<file path="src/hdl/ecdb_pkg.sv">
// Package for the encoder-count-to-direction-button block.
// Holds register index codes, the direction type and the state and config structs.
// No dependencies.
`default_nettype none

package ecdb_pkg;

  localparam int unsigned CfgIdxW = 2;
  localparam int unsigned CfgDataW = 16;

  typedef enum logic [CfgIdxW-1:0] {
    CFG_DEADZONE   = 2'd0,
    CFG_HOLD_MS    = 2'd1,
    CFG_CLEAR_REV  = 2'd2,
    CFG_INVERT_OUT = 2'd3
  } cfg_idx_e;

  typedef logic signed [1:0] dir_t;

  localparam dir_t DirNone = 2'sd0;
  localparam dir_t DirPos  = 2'sd1;
  localparam dir_t DirNeg  = -2'sd1;

  typedef struct packed {
    logic [6:0]  deadzone;
    logic [15:0] hold_ms;
    logic        clear_on_reverse;
    logic        invert_output;
  } cfg_t;

  typedef struct packed {
    logic [7:0]  centre;
    logic [31:0] deadline;
    dir_t        held_direction;
  } state_t;

endpackage

`default_nettype wire

</file>
<file path="src/hdl/ecdb_step.sv">
// One poll of the direction tracker: next state and reported direction.
// Purely combinational; depends on ecdb_pkg.
`default_nettype none

module ecdb_step (
  input  var ecdb_pkg::cfg_t   cfg_i,
  input  var ecdb_pkg::state_t state_i,
  input  wire logic [7:0]      observed_count_i,
  input  wire logic [31:0]     now_ms_i,
  output var ecdb_pkg::state_t state_o,
  output var ecdb_pkg::dir_t   direction_o
);

  logic [7:0]        diff;
  logic signed [8:0] delta;
  logic signed [8:0] dz;
  ecdb_pkg::dir_t    dir;
  ecdb_pkg::dir_t    held;
  ecdb_pkg::dir_t    neg_held;
  logic              expired;

  assign diff  = observed_count_i - state_i.centre;
  assign delta = {diff[7], diff};
  assign dz    = {2'b00, cfg_i.deadzone};

  always_comb begin
    if (delta >= dz) begin
      dir = ecdb_pkg::DirPos;
    end else if (delta <= -dz) begin
      dir = ecdb_pkg::DirNeg;
    end else begin
      dir = ecdb_pkg::DirNone;
    end
  end

  // plain unsigned compare, no allowance for time wrap
  assign expired = (state_i.deadline != 32'd0) && (now_ms_i >= state_i.deadline);

  always_comb begin
    state_o = state_i;
    held    = state_i.held_direction;
    if (dir != ecdb_pkg::DirNone) begin
      state_o.centre   = observed_count_i;
      state_o.deadline = now_ms_i + {16'd0, cfg_i.hold_ms};
    end else if (expired) begin
      held             = ecdb_pkg::DirNone;
      state_o.centre   = observed_count_i;
      state_o.deadline = 32'd0;
    end

    neg_held = -held;
    if ((dir == neg_held) && cfg_i.clear_on_reverse) begin
      state_o.held_direction = dir;
      direction_o            = ecdb_pkg::DirNone;
    end else begin
      if (dir != ecdb_pkg::DirNone) begin
        held = dir;
      end
      state_o.held_direction = held;
      direction_o            = cfg_i.invert_output ? -held : held;
    end
  end

endmodule

`default_nettype wire

</file>
<file path="src/hdl/encoder_count_to_direction_button.sv">
// Top level: encoder count to direction button.
// Throughput: one poll per cycle unless the output stalls with both registers full;
// the state update is a single pass through ecdb_step.
// Input register then result register; the input stalls only when both are full
// and the output is stalled.
// Reset clears state to centre 0, deadline not armed, no direction, registers to defaults.
`default_nettype none

module encoder_count_to_direction_button_core (
  input  wire logic                          clk_i,
  input  wire logic                          rst_ni,
  input  wire logic                          cfg_valid_i,
  output wire logic                          cfg_ready_o,
  input  wire logic [ecdb_pkg::CfgIdxW-1:0]  cfg_index_i,
  input  wire logic [ecdb_pkg::CfgDataW-1:0] cfg_data_i,
  input  wire logic                          in_valid_i,
  output wire logic                          in_stall_o,
  input  wire logic [7:0]                    in_observed_count_i,
  input  wire logic [31:0]                   in_now_ms_i,
  output wire logic                          out_valid_o,
  input  wire logic                          out_stall_i,
  output wire logic signed [1:0]             out_direction_o
);

  ecdb_pkg::cfg_t   cfg_q;
  ecdb_pkg::state_t state_q, state_d;
  ecdb_pkg::dir_t   dir_d, dir_q;
  logic             s1_valid_q;
  logic [7:0]       s1_count_q;
  logic [31:0]      s1_now_q;
  logic             out_valid_q;
  logic             out_free;
  logic             s1_adv;
  logic             in_acc;

  assign cfg_ready_o = 1'b1;

  always_ff @(posedge clk_i or negedge rst_ni) begin
    if (!rst_ni) begin
      cfg_q.deadzone         <= 7'd4;
      cfg_q.hold_ms          <= 16'd100;
      cfg_q.clear_on_reverse <= 1'b1;
      cfg_q.invert_output    <= 1'b1;
    end else if (cfg_valid_i) begin
      unique case (cfg_index_i)
        ecdb_pkg::CFG_DEADZONE:   cfg_q.deadzone         <= cfg_data_i[6:0];
        ecdb_pkg::CFG_HOLD_MS:    cfg_q.hold_ms          <= cfg_data_i;
        ecdb_pkg::CFG_CLEAR_REV:  cfg_q.clear_on_reverse <= cfg_data_i[0];
        ecdb_pkg::CFG_INVERT_OUT: cfg_q.invert_output    <= cfg_data_i[0];
        default: ;
      endcase
    end
  end

  // advance the input register when the result register is empty or being drained
  assign out_free   = !out_valid_q || !out_stall_i;
  assign s1_adv     = s1_valid_q && out_free;
  assign in_stall_o = s1_valid_q && !out_free;
  assign in_acc     = in_valid_i && !in_stall_o;

  always_ff @(posedge clk_i or negedge rst_ni) begin
    if (!rst_ni) begin
      s1_valid_q <= 1'b0;
    end else if (in_acc) begin
      s1_valid_q <= 1'b1;
    end else if (s1_adv) begin
      s1_valid_q <= 1'b0;
    end
  end

  always_ff @(posedge clk_i) begin
    if (in_acc) begin
      s1_count_q <= in_observed_count_i;
      s1_now_q   <= in_now_ms_i;
    end
  end

  ecdb_step u_step (
    .cfg_i            (cfg_q),
    .state_i          (state_q),
    .observed_count_i (s1_count_q),
    .now_ms_i         (s1_now_q),
    .state_o          (state_d),
    .direction_o      (dir_d)
  );

  always_ff @(posedge clk_i or negedge rst_ni) begin
    if (!rst_ni) begin
      state_q     <= '0;
      out_valid_q <= 1'b0;
    end else begin
      if (s1_adv) begin
        state_q <= state_d;
      end
      if (out_free) begin
        out_valid_q <= s1_valid_q;
      end
    end
  end

  always_ff @(posedge clk_i) begin
    if (s1_adv) begin
      dir_q <= dir_d;
    end
  end

  assign out_valid_o     = out_valid_q;
  assign out_direction_o = dir_q;

endmodule

`default_nettype wire

</file>
<file path="config.mk">
export PLATFORM = sky130hd
export DESIGN_NAME = encoder_count_to_direction_button_core
export DESIGN_NICKNAME = d
export VERILOG_FILES = /design/src/hdl/ecdb_pkg.sv /design/src/hdl/ecdb_step.sv /design/src/hdl/encoder_count_to_direction_button.sv
export SDC_FILE = /design/constraint.sdc
export NUM_CORES = 1
export LEC_CHECK = 0
export ABC_CLOCK_PERIOD_IN_PS = 10140
export BUFFER_PORTS_ARGS = -buffer_cell sky130_fd_sc_hd__buf_4
export CAP_MARGIN = 20
export CORE_ASPECT_RATIO = 0.6
export CORE_MARGIN = 4
export CORE_UTILIZATION = 55
export CTS_CLUSTER_SIZE = 25
export DETAILED_ROUTE_END_ITERATION = 16
export PLACE_DENSITY = 0.75
export SETUP_SLACK_MARGIN = 0.3
export SLEW_MARGIN = 30
export SYNTH_ARGS = -nofsm -noshare
export SYNTH_HDL_FRONTEND = slang
export SYNTH_SLANG_ARGS = --single-unit
</file>
<file path="constraint.sdc">
create_clock -name clk_i -period 10.14 [get_ports clk_i]
set_input_delay 2.028 -clock clk_i [delete_from_list [all_inputs] [get_ports clk_i]]
set_output_delay 2.028 -clock clk_i [all_outputs]
set_load 0.005 [all_outputs]
</file>
# Yosys cells after proc, flatten, opt, wreduce, memory -nomap -nowiden
# Cells that the tools add are included.
# totals
regBits	111
latchBits	0
mem_bits_rw	0
romBits	0
in_bits	63
out_inout_bits	5
mem_count	0
# classes
n_addsub	5
mul	0
div_mod_pow	0
n_lt_le_gt_ge	3
eq_ne	4
n_shift	0
mux	12
bitwise	0
n_reduce_logical	20
# ops
operator	count
$mux 40	2
$add 32x16->32	1
$ge 32x32->1	1
$reduce_bool 32->1	1
$mux 2	8
$reduce_and 2->1	5
$le 8x9->1	1
$neg 7->9	1
$ge 8x8->1	1
$sub 8x8->8	1
$reduce_bool 2->1	3
$logic_and 1x1->1	5
$eq 2x2->1 const B	2
$logic_not 1->1	4
$neg 2->2	2
$eq 2x1->1 const B	1
$eq 2x2->1	1
$logic_not 2->1	1
$mux 1	2
$logic_or 1x1->1	1

# Depth between registers and ports, before layout
# Gate-level depths: netlist (run 1).
# depth
word_depth	12
mapped_depth	19
depth_no_buf	17

# Hierarchy
# Synthesis (run 1) repeated with hierarchy kept, for this count alone.
# unflattened
hier_cells	686
hier_area_um2	7403.4
# by_module_without_submodules
mod	n_inst	cells_per_inst	area_per_inst_um2	seq_area_each_um2
encoder_count_to_direction_button_core	1	195	3953.8	2995.4
ecdb_step	1	491	3449.6	0.0

# Worst setup path before layout (run 1)
# OpenSTA, ideal clock, no wires.
# synth_timing
path_kind	input-to-output
from	input port out_stall_i
to	output port in_stall_o
arrival_ns	2.182
required_ns	8.112
setup_slack_ns	5.930
stages	2
cell_sequence	nand3_1 -> inv_1
# synth_between
elab_chain_len	4
# synth_lines
item	line	source
from (decl)	encoder_count_to_direction_button.sv:21	input wire logic out_stall_i,
$logic_not 1->1	encoder_count_to_direction_button.sv:56	assign out_free = !out_valid_q || !out_stall_i;
$logic_or 1x1->1	encoder_count_to_direction_button.sv:56	
$logic_not 1->1	encoder_count_to_direction_button.sv:58	assign in_stall_o = s1_valid_q && !out_free;
$logic_and 1x1->1	encoder_count_to_direction_button.sv:58	
to (decl)	encoder_count_to_direction_button.sv:17	output wire logic in_stall_o,
# No other way between the ends.

# Worst setup path in the final report (run 1)
# Same ends and word-level chain as after synthesis.

==> results of run 1 <==
[sequential cells by signal (all words and copies together) (netlist names)]
name	flops
cfg_q	25
out_direction_o	2
out_valid_o	1
s1_count_q	8
s1_now_q	32
s1_valid_q	1
state_q	42
[worst max-delay path: cells and delay by family]
family | cells | cell delay, ns
AND/OR/NAND/NOR | 1 | 0.11
buffers and inverters | 3 | 0.29
[final cells by class]
class	instances	area (µm²)
Clock buffer	11	253
Multi-Input combinational cell	440	3320
Timing Repair Buffer	67	507
Sequential cell	111	3000
Inverter	59	221
Tap cell	160	200
Clock inverter	5	103
Fill cell	909	3890
[power by group]
part | switching, W | total [W] | internal, W
registers | 0.0000875 | 0.000675 | 0.000588
logic | 0.000503 | 0.000906 | 0.000403
clock network | 0.000161 | 0.000416 | 0.000255
[metrics by stage]
step	cells	area (µm²)	setup WS [ns]	hold WS (ns)
4_1_cts	853	7590	5.69	0.495
3_5_place_dp	837	7240	5.69	0.488
6_report	853	7600	5.68	0.498
5_1_grt	853	7600	5.64	0.531
3_3_place_gp	837	7230	5.70	0.469
2_1_floorplan	621	6590	5.93	0.456
[cell families after synthesis]
| group | Yosys count |
|---|---|
| fa+ha+maj | 73 |
| buf+inv | 70 |
| mux | 24 |
| other cells | 1 |
| flops | 111 |
| compound gates | 144 |
| xor+xnor | 39 |
| simple gates | 159 |
[routing by layer]
metal  vias up  GRT usage [%]  wire length (µm)
li1       2370              -                 -
met1      2312           32.2              7230
met2       144           32.7              6370
met3        21           4.79               761
met4         0           4.95               191
met5         -              0                 0
[layout by cell type, fill, tap and decap left out, drive strengths merged, types with 20 or more instances in the layout]
master	synthesis	final
a21oi	28	28
buf	5	67
dfrtp	63	63
edfxtp	42	42
ha	71	71
inv	59	60
mux2	24	24
nand2	58	58
nor2	20	20
o21ai	52	52
xnor2	28	28
[worst max path at each step]
| stage | cells past startpoint | slack, ns | end |
|---|---|---|---|
| after floorplan | 2 | 5.93 | in_stall_o |
| after global placement | 4 | 5.70 | in_stall_o |
| after detailed placement | 4 | 5.69 | in_stall_o |
| after CTS | 4 | 5.69 | in_stall_o |
| after global routing | 4 | 5.64 | in_stall_o |
| final | 4 | 5.68 | in_stall_o |
==> results.txt, run 1 <==
- Run status: finished, final reports clean
- End of the worst register-to-register path: state_q[39]$_DFFE_PN0P_
* Critical path's slowest cell: buf_4
* Setup repair after global routing missed its margin: false
- Req. time, crit path: 8.11 ns
- Post-CTS timing repair inserted 0 buffers for setup.
- Top cells by area in the synthesized netlist: dfrtp_1 (24%), edfxtp_1 (19%), ha_1 (13%)
- The final route contains 4847 vias.
- Crit-path most repeated cell: buf_4
- Net count of the mapped netlist: 757
- Clock Sink Count: 111
- Critical-path maximum fanout: 3
- Maximum root-to-sink buffer count: 2
- After layout, the minimum clock period comes to 4.46 ns.
- Global routing finished with a remaining overflow of 0.
- Worst Clk Skew: 0.00806 ns
* Number of vias per cell after detailed routing: 5.68
- Post-cts sizing count: 0
- Row generation in the floorplan step produced 30 rows.
* Post-synthesis average cell area: 10.6 µm²
* Hold-fix buffers at CTS: 0
- Die Y: 92.8 µm
- The tree is rooted in a clkbuf_16.
- The final-report max-slew violation count came to 0.
- Final hold vios: 0
- Count of cells along the worst hold path: 1
* Number of input and output port buffers inserted: 66
- Total power for the finished layout comes to 0.00200 W.
- The synthesized netlist devotes 12.5% of its cell area to simple gates.
- CTS tree: yes
* Peak clock frequency supported by timing: 0.224 GHz
- Data arrival time of the critical path: 2.43 ns
- For the pin with the worst max-slew slack, the measured transition is 0.983 ns.
- Number of antenna violations at the first check in global routing: 0
- Startpoint of the most critical register-to-register path: state_q[34]$_DFFE_PN0P_
* Post-Route WL: 14.5 mm
- Register bit count reported by yosys: 111
- Summing the areas of all xor and xnor instances in the mapped netlist gives 5.18% of the synthesized area.
- Final weighted congestion of routability-driven global placement: 0.888
- Maximum number of pins on one net before global-route repair: 70
- Synth top area share: 23.9%
* Violation count after the first detailed-routing iteration: 285
* R2R depth: 15
- Hold-critical path endpoint: out_valid_o$_DFFE_PN0P_
- The die covers 13900 µm².
- Post-Syn Area: 6590 µm²
- In the finished design, the share of the clock period the worst path needs comes to 44.0%.
- Mux share of post-synthesis cell area: 4.33%
- Counting flops with an async set or reset pin after synthesis yields a share of 62.2%.
- For this run, the leading register cell type out of synthesis is dfrtp_1.
* Timing startpoint of the critical path: out_stall_i
* Share of layout cells above drive strength 1: 18.2%
- Global routing used 21.7% of the available tracks.
* Most used standard cell by instance count after synthesis: ha_1
* Startpoint-to-endpoint class of the critical path: input port to output pin
- Cell leakage power: 3.36 nW
- Stage delay of the slowest cell on the critical path: 0.13 ns
- First-pass GRT wire length: 23.9 mm
- In this run the number of H-tree levels came out at 3.
- Relative to the synthesized area, the layout overhead comes to 15.3%.
- Distinct cells, synth: 62
- Final standard cell utilization of the core: 66.1%
- Share of synthesized cell area in full adder, half adder and majority cells: 14.1%
* Clock transition at the registers of the reported paths: 0.07 ns
* Number of search-and-repair iterations in the first detailed-routing pass: 5
* Setup total negative slack: 0 ns
* CTS Buf Count: 9
* Die width: 149 µm
- Register-to-register setup slack: 6.26 ns
- Critical Path End Type: output pin
- After synthesis, the most frequently instantiated cells are ha_1 (71), dfrtp_1 (63), inv_1 (59).
* Antenna cells: 0
* Worst voltage drop across the vdd grid: 0.114 mV
- The worst setup path is launched from an input port.
- The critical path goes through buf_4 > nand3_1 > inv_1 > buf_4.
* Number of instances in the synthesized netlist: 621
* Classification of the worst-slack hold path: flip-flop to flip-flop
- Startpoint of the lowest-slack hold path: s1_valid_q$_DFFE_PN0P_
* Final setup vio count: 0
* Max-cap violations: 0
* Post-detailed-route wirelength per cell: 17.1 µm
- P per Cell Area: 263 nW/µm²
* Vias in the first global route: 4786
- Remaining antenna violation count: 0
- The clock reaches the later pin of the worst-skew pair after 0.35 ns.
* Final-stage net count: 824
- In this run, synthesis inferred 42 flip-flops with an integrated enable.
- Placeable core region: 11500 µm²
* Estimated wirelength of the detail-placed design: 10.7 mm
- Initial Utilization: 57.4%
- Dominant cell type by area after synthesis: dfrtp_1
- Summing the areas of all compound-gate instances in the mapped netlist gives 14.1% of the synthesized area.
- Synthesis warning total: 0
- Top-level I/O count: 68
- After synthesis, the largest family of logic cells by area is adder cells.
- Number of DRC violations after detailed routing: 0
- Sequential area share after synthesis: 45.5%
* Tightest slew margin relative to the limit: 34.3%
(Power assumes the default switching activity.)
==> run 2: changes to the inputs <==
Settings changed: ABC_CLOCK_PERIOD_IN_PS 10140 to 4070, CORE_UTILIZATION 55 to 54, PLACE_DENSITY 0.75 to 0.77.
Clock period 10.14 ns to 4.07 ns, I/O delays scaled along.
==> run 2 against run 1 <==
Against the previous run:
- register-to-register slack got worse by 5.9 ns
- clock skew rose by 0.0049 ns
- cell count rose by 1.4%
- sequential cell count did not move
==> results.txt, run 2 (synthesis gave the netlist of run 1 again) <==
* Final non-filler cell area: 7690 µm²
* Number of input and output port buffers inserted: 66
- Critical-path maximum fanout: 30
- The initial antenna violation count was 0.
- The run finished with clean final reports.
- Final setup vio count: 0
- The largest registers in the layout are state_q x42, s1_now_q x32, cfg_q x25.
* Critical Path End Type: flip-flop
- The startpoint identified for the worst register-to-register timing path is s1_count_q[0]$_DFFE_PP_.
* Antenna cells: 0
- The register with the most flip-flops in the layout has 42 of them.
- At the worst endpoint, the required time is 4.33 ns.
- Buffers inserted during clock tree synthesis total 9.
* Final hold vios: 0
- Vias in the first global route: 4924
- Post-detailed-route wirelength per cell: 17.4 µm
- The critical path ends at state_q[17]$_DFFE_PN0P_.
- Worst Clk Skew: 0.0129 ns
- Initial Utilization: 56.8%
- Global routing consumed, over all layers together, 22.1% of the routing resources.
* Clock Sink Count: 111
- Synthesis-to-finish area growth: 16.7%
* Timing startpoint of the critical path: s1_count_q[0]$_DFFE_PP_
- Area after DPL: 7260 µm²
- Entering global routing, the biggest net connects 70 pins.
- Worst voltage drop across the vdd grid: 0.366 mV
* Total congestion overflow: 0
- Leaving out fill and tap cells, the most frequent cell in the layout is buf_4.
- Final-stage net count: 836
* Violation count after the first detailed-routing iteration: 491
- Ranked by flip-flop count, first place goes to state_q.
- Filler Cells Inserted: 890
- The library cells used most frequently in the layout, excluding fill and tap cells, are buf_4 (76), ha_1 (70), dfrtp_1 (63).
- The count of nets left with antenna violations once routing finished came out at 0.
* Classification of the worst-slack hold path: input port to asynchronous set/reset pin
- CTS tree: yes
- Setup repair after global routing left no endpoint under its margin.
- The die covers 14100 µm².
- Final hold analysis gives a worst-case slack of 0.483 ns.
- Final worst-path cycle share: 90.6%
- Clock transition at the registers of the reported paths: 0.07 ns
* Tightest slew margin relative to the limit: 35.3%
- H-Tree Level Count: 3
* Peak clock frequency supported by timing: 0.271 GHz
- First-pass GRT wire length: 24.6 mm
- The detailed router placed 4998 vias in this run.
- Max-cap violations: 0
- Cell at the root of the clock tree: clkbuf_16
- Dividing total power by cell area gives a power density of 661 nW/µm².
* Data arrival time of the critical path: 3.94 ns
* Placeable core region: 11600 µm²
- Summed over all cells, the static leakage comes to 3.41 nW.
* Total power draw: 0.00509 W
- Floorplan row count: 30
* Number of DRC violations after detailed routing: 0
* Die Y: 93.6 µm
- Setup total negative slack: 0 ns
- Maximum root-to-sink buffer count: 2
- Number of search-and-repair iterations in the first detailed-routing pass: 5
- The final-report max-slew violation count came to 0.
* Estimated wirelength of the detail-placed design: 11.2 mm
* Register-to-register setup slack: 0.38 ns
- The worst register-to-register path ends at state_q[17]$_DFFE_PN0P_.
- The die is 151 µm wide.
- Startpoint-to-endpoint class of the critical path: flip-flop to flip-flop
- Of the cells placed in the final design, the portion with a size suffix greater than 1 is 20.3%.
* R2R depth: 17
- Hold-fix buffers at CTS: 0
- At the end of routability-driven placement, the weighted congestion stood at 0.925.
- Dividing the detail-routed via count by the number of cells gives 5.78.
- The later pin in the worst-skew pair is clocked with a latency of 0.35 ns.
* Crit path time final: 3.69 ns
- Crit start category: flip-flop
- Wires add up to 15.1 mm.
- 68 I/O pins were placed.
- At the pin with the least slew margin, the transition time is 0.967 ns.
-- run 2: cell types whose count changed in the layout (fill, tap and decap cells not counted), moves of 2 or more --
cell	previous run	this run
a21oi_1	27	25
buf_4	66	76
bufinv_16	3	1
o21ai_0	48	45
o21ai_1	4	7
-- run 2: worst min-delay path by stage --
stage / to / start / cells past startpoint / slack (ns)
after CTS: out_valid_o$_DFFE_PN0P_ / s1_valid_q$_DFFE_PN0P_ / 1 / 0.50
after global routing: out_valid_o$_DFFE_PN0P_ / s1_valid_q$_DFFE_PN0P_ / 1 / 0.52
after detailed placement: state_q[34]$_DFFE_PN0P_ / state_q[34]$_DFFE_PN0P_ / 2 / 0.49
final: cfg_q[5]$_DFFE_PN0P_ / rst_ni / 1 / 0.48
after floorplan: state_q[34]$_DFFE_PN0P_ / state_q[34]$_DFFE_PN0P_ / 2 / 0.46
after global placement: out_valid_o$_DFFE_PN0P_ / s1_valid_q$_DFFE_PN0P_ / 1 / 0.47
-- run 2: final cells by class --
cell class	count	area (µm²)	share of cell area, %
well taps	160	200	2.60
clock inverters	4	51.3	0.667
flip-flops and latches	111	3000	39.0
multi-input cells	441	3360	43.7
repair buffers	78	602	7.83
clock buffers	12	256	3.34
inverters	59	221	2.88
-- run 2: layer usage --
| metal | wire, µm | up-vias | global-route usage [%] | part of all wire [%] |
|---|---|---|---|---|
| met4 | 153 | 0 | 4.30 | 1.0 |
| met5 | 0 | - | 0 | 0 |
| met1 | 7510 | 2432 | 33.3 | 50 |
| met2 | 6570 | 146 | 33.1 | 44 |
| li1 | - | 2402 | - | - |
| met3 | 825 | 18 | 4.50 | 5.5 |
-- run 2: report_power, final --
group / internal (W) / switching (W)
Sequential: 0.00146 / 0.000227
Clock: 0.000513 / 0.000394
Combinational: 0.00115 / 0.00134
Total: 0.00313 / 0.00196
-- run 2: what timing repair did --
item / CTS / global route
endpoints found under the setup margin: 38 / 41
cloned: 0 / 1
pin swaps: 1 / 5
buffers inserted: 2 / 7
resized for setup: 2 / 9
-- run 2: worst max-delay path: stages (launching register included) --
cell and delay [ns]:
edfxtp_1 0.36, inv_1 0.08, ha_2 0.22, fa_2 0.23, inv_1 0.07, a21o_1 0.16
a21oi_1 0.22, o21bai_1 0.14, a21oi_2 0.20, xnor2_2 0.13, ha_1 0.33, nand3_1 0.10
nor2_1 0.14, nand4_1 0.20, and2b_4 0.26, and3_4 0.19, nand2b_4 0.28, o31ai_1 0.30
-- run 2: stage by stage --
step           cells  utilization, %  setup slack (ns)
6_report         865            66.3             0.383
5_1_grt          865            66.3             0.254
4_1_cts          857            65.5             0.374
3_5_place_dp     839            62.6             0.144
3_3_place_gp     839            62.6             0.341
2_1_floorplan    621               -             0.609
==> run 3: changes to the inputs <==
Settings changed: ABC_CLOCK_PERIOD_IN_PS 4070 to 4500, CORE_UTILIZATION 54 to 55, CTS_CLUSTER_DIAMETER set to 30, PLACE_DENSITY 0.77 to 0.75.
Clock period 4.07 ns to 4.5 ns, I/O delays scaled along.
==> run 3 against run 2 <==
Against the previous run:
- sequential power decreased by 9%
- maximum frequency decreased by 6.3%
- via count decreased by 2.7%
- clock skew decreased by 0.0087 ns
- combinational power decreased by 17%
- clock power decreased by 5.8%
- critical path type unchanged
- critical endpoint is now state_q[26]$_DFFE_PN0P_
==> results.txt, run 3 (synthesis gave the netlist of run 1 again) <==
- End of the worst register-to-register path: state_q[26]$_DFFE_PN0P_
- In this design, the critical path's most frequently occurring cell is a21oi_1.
- Synthesis-to-finish area growth: 15.1%
* Peak clock frequency supported by timing: 0.254 GHz
- Startpoint of the most critical register-to-register path: state_q[34]$_DFFE_PN0P_
- In this design, the largest share of critical-path delay is due to compound AO/OA/AOI/OAI gates.
- Once the floorplan was initialized, standard cells occupied 57.4% of the core.
- Buffers inserted by post-CTS timing repair: 0
- Run status: finished, final reports clean
* P per Cell Area: 585 nW/µm²
- Final-stage net count: 825
- Total buffers and inverters traversed by the critical path: 2
- For the pin with the worst max-slew slack, the measured transition is 0.651 ns.
* Violation count after the first detailed-routing iteration: 363
* Count of cells along the worst hold path: 2
- TritonCTS built the clock tree.
- Cell at the root of the clock tree: clkbuf_16
- Setup total negative slack: 0 ns
* Crit path time final: 3.94 ns
- STA classifies the critical path endpoint as a flip-flop.
- The worst hold path belongs to the class flip-flop to flip-flop.
- Of the cells placed in the final design, the portion with a size suffix greater than 1 is 18.3%.
- The first global-routing pass estimated 24.0 mm of wire.
- Traced cell by cell, the critical path runs through ha_1 > fa_1 > inv_1 > a21o_1 > a21oi_1 > o21bai_1 > a21oi_1 > xnor2_1 > ha_1 > a21oi_1 > a211oi_4 > and2b_4 > a41o_2 > buf_4 > nand2_1 > o21ai_0.
* Top-level I/O count: 68
- Input and output buffers added on the ports amount to 66.
* Final standard cell utilization of the core: 66.0%
* Estimated wirelength of the detail-placed design: 10.9 mm
* Pre-CTS worst setup slack: 0.496 ns
- Clock transition at the registers of the reported paths: 0.07 ns
- At the end of routability-driven placement, the weighted congestion stood at 0.922.
* Req. time, crit path: 4.75 ns
* Worst skew pair latency: 0.35 ns
* Remaining antenna violation count: 0
- Floorplan row count: 30
* Post-detailed-route wirelength per cell: 17.1 µm
- The register with the most flip-flops in the layout has 42 of them.
- The die covers 13900 µm².
- Critical-path maximum fanout: 32
- The path with the worst hold slack has its endpoint at state_q[34]$_DFFE_PN0P_.
- The final hold violation count was 0.
* Global-route layer with the greatest usage: met1
- Setup repair after global routing left no endpoint under its margin.
* Most common library cell in the layout ignoring fill and taps: ha_1
* Startpoint-to-endpoint class of the critical path: flip-flop to flip-flop
- Filler Cells Inserted: 901
- Antenna cells: 0
* Maximum root-to-sink buffer count: 2
* R2R depth: 16
* Met3 Resource Use GR: 5.23%
- Data arrival time of the critical path: 4.19 ns
- Startpoint of the lowest-slack hold path: state_q[34]$_DFFE_PN0P_
- Register-to-register setup slack: 0.56 ns
- Highest-count cells in the layout ignoring fill and taps: ha_1 (71), buf_4 (66), dfrtp_1 (63)
- Max-cap violations: 0
* H-Tree Level Count: 3
* Cell leakage power: 3.35 nW
- After layout, the worst setup slack is 0.564 ns.
- For this run, the slowest stage of the critical path takes 0.41 ns.
- The slowest stage of the critical path belongs to the cell fa_1.
- CTS saw 111 sinks.
* Global Route met1 Usage: 32.4%
- Number of antenna violations at the first check in global routing: 0
- The worst setup path is launched from a flip-flop.
* Number of vias per cell after detailed routing: 5.70
* Worst Clk Skew: 0.00429 ns
- The largest registers in the layout are state_q x42, s1_now_q x32, cfg_q x25.
- VDD sags by at most 0.335 mV.
- Total power draw: 0.00444 W
- CTS Buf Count: 9
- Vias in the first global route: 4812
- In this run the vertical extent of the chip is 92.8 µm.
- Met2 global-route usage: 32.3%
- Global routing consumed, over all layers together, 21.7% of the routing resources.
* Tightest slew margin relative to the limit: 56.4%
- Overall via count from detail_route: 4863
- In this run the horizontal extent of the chip is 149 µm.
- Post-Route WL: 14.6 mm
* Total congestion overflow: 0
- The final-report max-slew violation count came to 0.
- Final setup vio count: 0
- The core region is 11500 µm².
- The register with the most flip-flops in the final layout is state_q.
- Number of search-and-repair iterations in the first detailed-routing pass: 5
* Final worst-path cycle share: 87.5%
- Entering global routing, the biggest net connects 70 pins.
* Number of DRC violations after detailed routing: 0
## run 3: cell types whose count changed in the layout (fill, tap and decap cells not counted), sizes merged
cell | previous run | this run
inv | 60 | 59
bufinv | 1 | 2
a41o | 2 | 1
clkinv | 1 | 0
buf | 78 | 68
## run 3: through the flow
step                      hold slack [ns]  cells  area, µm²
after CTS                           0.506    852       7550
after floorplan                     0.456    621       6590
after global routing                0.537    853       7580
after detailed placement            0.488    837       7240
after global placement              0.470    837       7230
final                               0.498    853       7580
## run 3: power breakdown
| part | total [W] | switching (W) | internal, W |
|---|---|---|---|
| clock | 0.000854 | 0.000353 | 0.000501 |
| sequential | 0.00153 | 0.000203 | 0.00132 |
| combinational | 0.00206 | 0.00114 | 0.000921 |
| total | 0.00444 | 0.00169 | 0.00275 |
## run 3: final cells by class
type                       count  area, µm²  share of cell area (%)
clock buffer                  12        246                    3.25
sequential                   111       3000                    39.5
inverter                      59        221                    2.92
multi-input combinational    440       3330                    43.9
timing repair buffer          68        522                    6.88
tap                          160        200                    2.64
clock inverter                 3       67.6                   0.891
## run 3: worst reg2reg max path: stages (launching register included)
cell      delay [ns]
dfrtp_1         0.39
ha_1            0.25
fa_1            0.41
inv_1           0.08
a21o_1          0.10
a21oi_1         0.08
o21bai_1        0.15
a21oi_1         0.10
xnor2_1         0.28
ha_1            0.32
a21oi_1         0.29
a211oi_4        0.13
and2b_4         0.28
a41o_2          0.38
buf_4           0.39
nand2_1         0.10
o21ai_0         0.11
## run 3: worst max-delay path by stage
stage                              endpoint  depth (start not counted)                     from
finish              state_q[26]$_DFFE_PN0P_                         16  state_q[34]$_DFFE_PN0P_
global route        state_q[33]$_DFFE_PN0P_                         17  s1_count_q[0]$_DFFE_PP_
detailed placement  state_q[29]$_DFFE_PN0P_                         16  state_q[34]$_DFFE_PN0P_
global placement    state_q[10]$_DFFE_PN0P_                         15  state_q[34]$_DFFE_PN0P_
CTS                 state_q[27]$_DFFE_PN0P_                         16  state_q[34]$_DFFE_PN0P_
floorplan           state_q[37]$_DFFE_PN0P_                         16  state_q[34]$_DFFE_PN0P_
## run 3: layer usage
metal / wire length (µm) / share of wire, %
met1: 7320 / 50
met2: 6220 / 43
met3: 854 / 5.9
met4: 168 / 1.2
met5: 0 / 0
## run 3: repair_timing
| action | CTS | global route |
|---|---|---|
| endpoints found under the hold margin | 0 | 0 |
| gates resized for setup | 0 | 3 |
| hold buffers | 0 | 0 |
| setup endpoints to repair | 0 | 32 |
